[config.mk]
export PLATFORM = sky130hd
export DESIGN_NAME = rate_monotonic_tick_scheduler
export DESIGN_NICKNAME = d
export VERILOG_FILES = /design/src/rtl/core/rmts_pkg.sv /design/src/rtl/core/rate_monotonic_tick_scheduler.sv
export SDC_FILE = /design/constraint.sdc
export NUM_CORES = 1
export LEC_CHECK = 0
export BUFFER_PORTS_ARGS = -buffer_cell sky130_fd_sc_hd__buf_2
export CAP_MARGIN = 0
export CORE_ASPECT_RATIO = 1.4
export CORE_UTILIZATION = 53
export CTS_BUF_LIST = sky130_fd_sc_hd__clkbuf_4 sky130_fd_sc_hd__clkbuf_8 sky130_fd_sc_hd__clkbuf_16
export DETAILED_ROUTE_END_ITERATION = 7
export PLACE_DENSITY_LB_ADDON = 0.15
export SKIP_CTS_REPAIR_TIMING = 1
export SYNTH_ARGS = -nofsm -noshare
export SYNTH_HDL_FRONTEND = slang
export SYNTH_SLANG_ARGS = --single-unit
[constraint.sdc]
create_clock -name clk -period 6.1 [get_ports clk]
set_clock_uncertainty 0.1 [all_clocks]
set_input_delay 0 -clock clk [delete_from_list [all_inputs] [get_ports clk]]
set_output_delay 0 -clock clk [all_outputs]
set_load 0.01 [all_outputs]
[src/rtl/core/rmts_pkg.sv]
// ----------------------------------------------------------------------------
// rmts_pkg
// Shared constants and types of the rate-monotonic tick scheduler: table
// size, time width, command codes and the layout of one task table entry.
// ----------------------------------------------------------------------------
package rmts_pkg;

  localparam int MAX_TASKS = 8;
  localparam int TIME_BITS = 32;

  localparam int IDX_W   = (MAX_TASKS > 1) ? $clog2(MAX_TASKS) : 1;
  localparam int CNT_W   = $clog2(MAX_TASKS + 1);
  localparam int SLOT_W  = 3;
  localparam int COUNT_W = 4;
  localparam int WORK_W  = 16;

  localparam logic [TIME_BITS-1:0] TIME_MAX = '1;

  typedef enum logic [1:0] {
    CMD_TICK    = 2'd0,
    CMD_LOAD    = 2'd1,
    CMD_RESTART = 2'd2,
    CMD_NONE    = 2'd3
  } command_t;

  typedef struct packed {
    logic [WORK_W-1:0]    burst;
    logic [WORK_W-1:0]    period;
    logic [WORK_W-1:0]    remaining;
    logic [TIME_BITS-1:0] release_time;
  } task_entry_t;

endpackage

[src/rtl/core/rate_monotonic_tick_scheduler.sv]
// ----------------------------------------------------------------------------
// rate_monotonic_tick_scheduler
// Preemptive rate-monotonic scheduler over a table of periodic tasks.
//
// Channels: request (command, slot, burst_time, task_period) and result
// (running_valid, running_slot, job_done, time_saturated), each with valid
// and stall; a transfer happens when valid is high and stall is low.
// task_count is written through cfg_write/cfg_data; the user must do so
// only while the block is idle, as the block itself does not enforce it.
// All task state sits in one synchronous task table with a registered
// read port, read and written back by a small sequencer; one request is in
// work at a time. A load or unknown command goes straight to its result;
// a tick reads each active slot once, with active = task_count capped at
// MAX_TASKS; a restart sweep reloads every entry. The next request is
// taken in the cycle after the previous result is issued.
// A finished result sits in an output register, so the next request is
// accepted while the result waits under stall; a result that cannot be
// delivered holds the sequencer until the output register frees.
// Reset clears time, task_count and the per-entry valid bits; entries not
// yet written read as zero.
// ----------------------------------------------------------------------------
module rate_monotonic_tick_scheduler (
  input  logic                        clk,
  input  logic                        rst,
  input  logic                        cfg_write,
  input  logic [rmts_pkg::COUNT_W-1:0] cfg_data,
  input  logic                        request_valid,
  output logic                        request_stall,
  input  logic [1:0]                  command,
  input  logic [rmts_pkg::SLOT_W-1:0] slot,
  input  logic [rmts_pkg::WORK_W-1:0] burst_time,
  input  logic [rmts_pkg::WORK_W-1:0] task_period,
  output logic                        result_valid,
  input  logic                        result_stall,
  output logic                        running_valid,
  output logic [rmts_pkg::SLOT_W-1:0] running_slot,
  output logic                        job_done,
  output logic                        time_saturated
);

  typedef enum logic [1:0] {
    ST_IDLE,
    ST_SCAN,
    ST_SWEEP,
    ST_RESULT
  } state_t;

  state_t state;

  rmts_pkg::task_entry_t mem [rmts_pkg::MAX_TASKS];
  logic [rmts_pkg::MAX_TASKS-1:0] ent_vld;

  logic [rmts_pkg::COUNT_W-1:0]   task_count;
  logic [rmts_pkg::TIME_BITS-1:0] cur_time;

  logic [rmts_pkg::CNT_W-1:0] rd_idx;
  logic                       eval_vld;
  logic [rmts_pkg::IDX_W-1:0] eval_idx;
  rmts_pkg::task_entry_t      rd_q;
  logic                       rd_ent_vld;

  logic                       found;
  logic [rmts_pkg::IDX_W-1:0] best_idx;
  rmts_pkg::task_entry_t      best_ent;

  logic                        pend_run;
  logic [rmts_pkg::SLOT_W-1:0] pend_slot;
  logic                        pend_done;

  rmts_pkg::command_t cmd;
  logic [rmts_pkg::CNT_W-1:0] active;
  logic                       req_accept;
  logic                       rd_issue;
  logic [rmts_pkg::IDX_W-1:0] rd_addr;
  rmts_pkg::task_entry_t      eff;
  logic                       eff_ready;
  logic                       scan_done;
  logic                       sweep_done;
  logic                       slot_in_range;

  logic                       mem_we;
  logic [rmts_pkg::IDX_W-1:0] wr_addr;
  rmts_pkg::task_entry_t      wr_data;

  logic [rmts_pkg::WORK_W-1:0]  rem_dec;
  logic                         job_end;
  logic [rmts_pkg::TIME_BITS:0] rel_sum;
  rmts_pkg::task_entry_t        upd_ent;
  logic                         out_free;

  assign cmd           = rmts_pkg::command_t'(command);
  assign request_stall = (state != ST_IDLE);
  assign req_accept    = request_valid && !request_stall;
  assign out_free      = !result_valid || !result_stall;
  assign slot_in_range = (32'(slot) < rmts_pkg::MAX_TASKS);

  assign active = (32'(task_count) > rmts_pkg::MAX_TASKS)
                ? rmts_pkg::CNT_W'(rmts_pkg::MAX_TASKS)
                : rmts_pkg::CNT_W'(task_count);

  assign rd_issue = ((state == ST_SCAN) && (rd_idx < active)) ||
                    ((state == ST_SWEEP) &&
                     (32'(rd_idx) < rmts_pkg::MAX_TASKS));
  assign rd_addr  = rd_idx[rmts_pkg::IDX_W-1:0];

  assign eff       = rd_ent_vld ? rd_q : '0;
  assign eff_ready = (eff.remaining != '0) && (cur_time >= eff.release_time);
  assign scan_done  = (state == ST_SCAN) && !rd_issue && !eval_vld;
  assign sweep_done = (state == ST_SWEEP) && !rd_issue && !eval_vld;

  // completion of one unit of work on the chosen task
  assign rem_dec = best_ent.remaining - 1'b1;
  assign job_end = (rem_dec == '0);
  assign rel_sum = {1'b0, best_ent.release_time} +
                   (rmts_pkg::TIME_BITS + 1)'(best_ent.period);

  always_comb begin
    upd_ent = best_ent;
    if (job_end) begin
      upd_ent.remaining    = best_ent.burst;
      upd_ent.release_time = rel_sum[rmts_pkg::TIME_BITS]
                           ? rmts_pkg::TIME_MAX
                           : rel_sum[rmts_pkg::TIME_BITS-1:0];
    end else begin
      upd_ent.remaining = rem_dec;
    end
  end

  always_comb begin
    mem_we  = 1'b0;
    wr_addr = eval_idx;
    wr_data = '0;
    if (req_accept && (cmd == rmts_pkg::CMD_LOAD)) begin
      mem_we         = slot_in_range;
      wr_addr        = rmts_pkg::IDX_W'(slot);
      wr_data.burst  = burst_time;
      wr_data.period = task_period;
    end else if ((state == ST_SWEEP) && eval_vld) begin
      mem_we            = 1'b1;
      wr_data.burst     = eff.burst;
      wr_data.period    = eff.period;
      wr_data.remaining = eff.burst;
    end else if (scan_done && found) begin
      mem_we  = 1'b1;
      wr_addr = best_idx;
      wr_data = upd_ent;
    end
  end

  // task table
  always_ff @(posedge clk) begin
    if (mem_we) begin
      mem[wr_addr] <= wr_data;
    end
    rd_q <= mem[rd_addr];
  end

  always_ff @(posedge clk) begin
    if (rst) begin
      state          <= ST_IDLE;
      ent_vld        <= '0;
      task_count     <= '0;
      cur_time       <= '0;
      rd_idx         <= '0;
      eval_vld       <= 1'b0;
      eval_idx       <= '0;
      rd_ent_vld     <= 1'b0;
      found          <= 1'b0;
      best_idx       <= '0;
      best_ent       <= '0;
      pend_run       <= 1'b0;
      pend_slot      <= '0;
      pend_done      <= 1'b0;
      result_valid   <= 1'b0;
      running_valid  <= 1'b0;
      running_slot   <= '0;
      job_done       <= 1'b0;
      time_saturated <= 1'b0;
    end else begin
      if (cfg_write) begin
        task_count <= cfg_data;
      end
      if (mem_we) begin
        ent_vld[wr_addr] <= 1'b1;
      end
      if (result_valid && !result_stall && (state != ST_RESULT)) begin
        result_valid <= 1'b0;
      end

      rd_ent_vld <= ent_vld[rd_addr];
      eval_vld   <= rd_issue;
      eval_idx   <= rd_addr;
      if (rd_issue) begin
        rd_idx <= rd_idx + 1'b1;
      end

      unique case (state)
        ST_IDLE: begin
          if (req_accept) begin
            rd_idx    <= '0;
            found     <= 1'b0;
            pend_run  <= 1'b0;
            pend_slot <= '0;
            pend_done <= 1'b0;
            unique case (cmd)
              rmts_pkg::CMD_TICK:    state <= ST_SCAN;
              rmts_pkg::CMD_RESTART: begin
                cur_time <= '0;
                state    <= ST_SWEEP;
              end
              rmts_pkg::CMD_LOAD:    state <= ST_RESULT;
              rmts_pkg::CMD_NONE:    state <= ST_RESULT;
            endcase
          end
        end
        ST_SCAN: begin
          if (eval_vld && eff_ready && (!found || (eff.period < best_ent.period))) begin
            found    <= 1'b1;
            best_idx <= eval_idx;
            best_ent <= eff;
          end
          if (scan_done) begin
            pend_run  <= found;
            pend_slot <= found ? rmts_pkg::SLOT_W'(best_idx) : '0;
            pend_done <= found && job_end;
            if (cur_time != rmts_pkg::TIME_MAX) begin
              cur_time <= cur_time + 1'b1;
            end
            state <= ST_RESULT;
          end
        end
        ST_SWEEP: begin
          if (sweep_done) begin
            state <= ST_RESULT;
          end
        end
        ST_RESULT: begin
          if (out_free) begin
            result_valid   <= 1'b1;
            running_valid  <= pend_run;
            running_slot   <= pend_slot;
            job_done       <= pend_done;
            time_saturated <= (cur_time == rmts_pkg::TIME_MAX);
            state          <= ST_IDLE;
          end
        end
      endcase
    end
  end

  a_pick_has_work: assert property (@(posedge clk) disable iff (rst)
    (scan_done && found) |-> (best_ent.remaining != '0))
    else $error("scheduled task has no work left");

  a_sweep_no_overlap: assert property (@(posedge clk) disable iff (rst)
    ((state == ST_SWEEP) && mem_we && rd_issue) |-> (wr_addr != rd_addr))
    else $error("sweep writes the entry being read");

  a_result_from_seq: assert property (@(posedge clk) disable iff (rst)
    $rose(result_valid) |-> $past(state == ST_RESULT))
    else $error("result raised outside result state");

  a_scan_bound: assert property (@(posedge clk) disable iff (rst)
    (state == ST_SCAN) |-> (rd_idx <= active))
    else $error("scan index past active slots");

endmodule
==> flow_summary.toml <==
[sta]
slew_headroom_pct = 17.9
fin_tns_setup_ns = 0
tightest_slew_ns = 1.22
holdWs_ns = -0.0415
setup_viol = 0
hold_violations = 3
period_needed_ns = 4.44
drv_slew = 0
fmax_mhz = 225
fin_crit_sh_pct = 72.7
rsz0062_at_grt = "false"

[global_route]
gr-usage-all-layers_pct = 24.2
grt_max_degree = 135
overflow = 0
grt_first_pass_wirelength_um = 128000
grt_pass1_vias = 21600
antenna_found_initial = 0

[critical_path]
criticalPathCategory = "reg2reg"
endpoint_kind = "register"
worst_ep_required_time_ns = 6.25
r2r_cells = 11
worstPathArrival_ns = 4.59
crit_fanout = 50
start_kind = "register"

[yosys]
synth_top_family_by_area = "multiplexers"
synth_cell_type_count = 77
ys_warn_count = 0
synth_cells = 2440
ys_ff_latch = 871
synth.avg_cell_area_um2 = 15.0
syn_area_um2 = 36700
synth_nets = 2561
synth-simple-area-share_pct = 8.50
synth_xor_xnor_area_share_pct = 0.835
synth_edf_count = 640
synth_compound_area_share_pct = 6.74
synthFlopType = "edfxtp_1"
synthAdderAreaFrac_pct = 2.58
seq_area_frac_synth_pct = 64.9
async_flop_share_pct = 0
synthMuxAreaShare_pct = 14.4

[floorplanning]
start_util_pct = 53.9
rows = 113
dieArea_um2 = 70300
die_x_um = 224
io_pins = 54
coreArea_um2 = 68100
die_h_um = 313

[detailed_routing]
wl_met3_um = 3950
dr.pass1.iters = 6
ant_nets = 0
wl_met2_um = 44200
wl_per_cell_um = 24.1
routed_wl_um = 84400
dr.first_iter.drc_count = 1409
via_per_inst = 6.10
wl_met1_um = 34000
num_vias = 21400
drt_drc_violations_left = 0
top_layer = "met4"

[clock_network]
cts_buffers = 80
clockBufferDepth = 3
htreeDepth = 3
cts_tree = "built"
clk_latency_ns = 0.64
clkSinkCount = 871
clkTransAtPathRegs_ns = 0.07
root_buffer = "clkbuf_16"

[status]
status = "complete, but fails checks"
violations = "hold timing"

[power_and_ir_drop]
p_total_uw = 14100
p_per_area_nw_per_um2 = 341
irDropWorstVdd_v = 0.000292
leakagePower_uw = 0.0143

[finish]
drive_gt1_share_pct = 21.4
num_antenna_cells = 0
stdcell_area_um2 = 41400
syn2layout_area_growth_pct = 12.8
nets = 2642
fillers = 5174

[placement]
post-dp-hpwl_um = 49400
port_buffers = 53
placed_cell_area_um2 = 38000
gp_congestion = 0.879

[flow_run]
maxCapViolCount = 0

[min_path]
holdPathStages = 5
hold_class = "in2reg"
critical path: stages, from the launching register on:
cell     delay, ns
dfxtp_1       0.34
inv_1         0.10
ha_1          0.55
and2_0        0.37
nor3b_1       0.26
o21ai_0       0.24
nor2_4        0.13
buf_4         0.44
mux2i_1       0.32
a21oi_2       0.22
nor2_4        0.17
buf_4         0.71
stage by stage:
stage / utilization (%) / setup WS, ns / hold WS, ns / cells
final: 60.8 / 1.66 / -0.0415 / 3508
after global routing: 60.8 / 1.36 / 0.0101 / 3508
after CTS: 59.9 / 1.68 / -0.513 / 3453
after detailed placement: 55.8 / 1.71 / 0.156 / 3304
after global placement: 55.8 / 1.82 / 0.142 / 3304
after floorplan: - / 0.143 / 0.0447 / 2440
worst paths after layout:
kind             startpoint        endpoint  slack, ns
min reg2reg  time_saturated  time_saturated       0.35
max                state[1]      mem[4][43]       1.66
min                 slot[2]      ent_vld[5]      -0.04
max reg2reg        state[1]      mem[4][43]       1.66
flip-flops by register name, summed over array words and instances, names as in the netlist, 2 cells and up:
signal        count
task_count        4
rd_q             80
eval_idx          3
best_ent         80
cur_time         32
pend_slot         3
rd_idx            4
mem             640
running_slot      3
best_idx          3
state             2
ent_vld           8
per-layer routing:
layer  vias to the layer above  GRT usage (%)
li1                       9707              -
met1                     11000           30.4
met2                       576           43.0
met3                       126           2.92
met4                         0           8.32
met5                         -              0
kinds of logic (layout without fill, tap and decap cells):
group / count (synthesis) / in the layout
AOI/OAI and AO/OA: 367 / 367
xor gates and xnor gates: 35 / 35
adders and majority gates: 75 / 75
buffers and inverters: 182 / 330
DFF: 871 / 871
muxes: 312 / 312
and+or+nand+nor: 598 / 598
layout make-up:
| cell class | count | area [um2] | share of cell area [%] |
|---|---|---|---|
| clock buffer | 108 | 2350 | 5.68 |
| clock inverter | 41 | 490 | 1.18 |
| inverter | 40 | 150 | 0.363 |
| multi-input combinational | 1387 | 12200 | 29.5 |
| sequential | 871 | 23900 | 57.6 |
| tap | 920 | 1150 | 2.78 |
| timing repair buffer | 141 | 1180 | 2.86 |
synthesized netlist by cell type, types with 21 or more instances:
library cell / instances / area share (%)
o21ai_0: 40 / 0.55
nand3_1: 34 / 0.46
buf_1: 21 / 0.21
nand2_1: 119 / 1.2
nand2b_1: 27 / 0.46
clkbuf_1: 102 / 1.0
dfxtp_1: 231 / 13
nor2b_1: 68 / 1.2
a21o_1: 22 / 0.45
nor2_1: 154 / 1.6
o31ai_1: 45 / 0.92
edfxtp_1: 640 / 52
inv_1: 40 / 0.41
mux2i_1: 28 / 0.76
nand4_1: 53 / 0.90
ha_1: 74 / 2.5
mux4_2: 162 / 9.9
a21oi_1: 117 / 1.6
and2_1: 28 / 0.48
mux2_2: 118 / 3.6
cells in the final DEF, fill, tap and decap left out, types with 52 or more instances in the layout:
| cell | n |
|---|---|
| nor2_1 | 145 |
| ha_1 | 74 |
| dfxtp_1 | 227 |
| mux2_2 | 118 |
| nor2b_1 | 68 |
| nand2_1 | 119 |
| nand4_1 | 53 |
| edfxtp_1 | 640 |
| dlygate4sd3_1 | 55 |
| a21oi_1 | 117 |
| buf_2 | 52 |
| clkbuf_16 | 85 |
| mux4_2 | 162 |
where the power goes:
part / switching (uW) / total, uW / internal [uW]
combinational: 945 / 1890 / 947
sequential: 244 / 6930 / 6680
clock: 2200 / 5320 / 3110
Note: power is estimated with default switching activity, not from simulation.
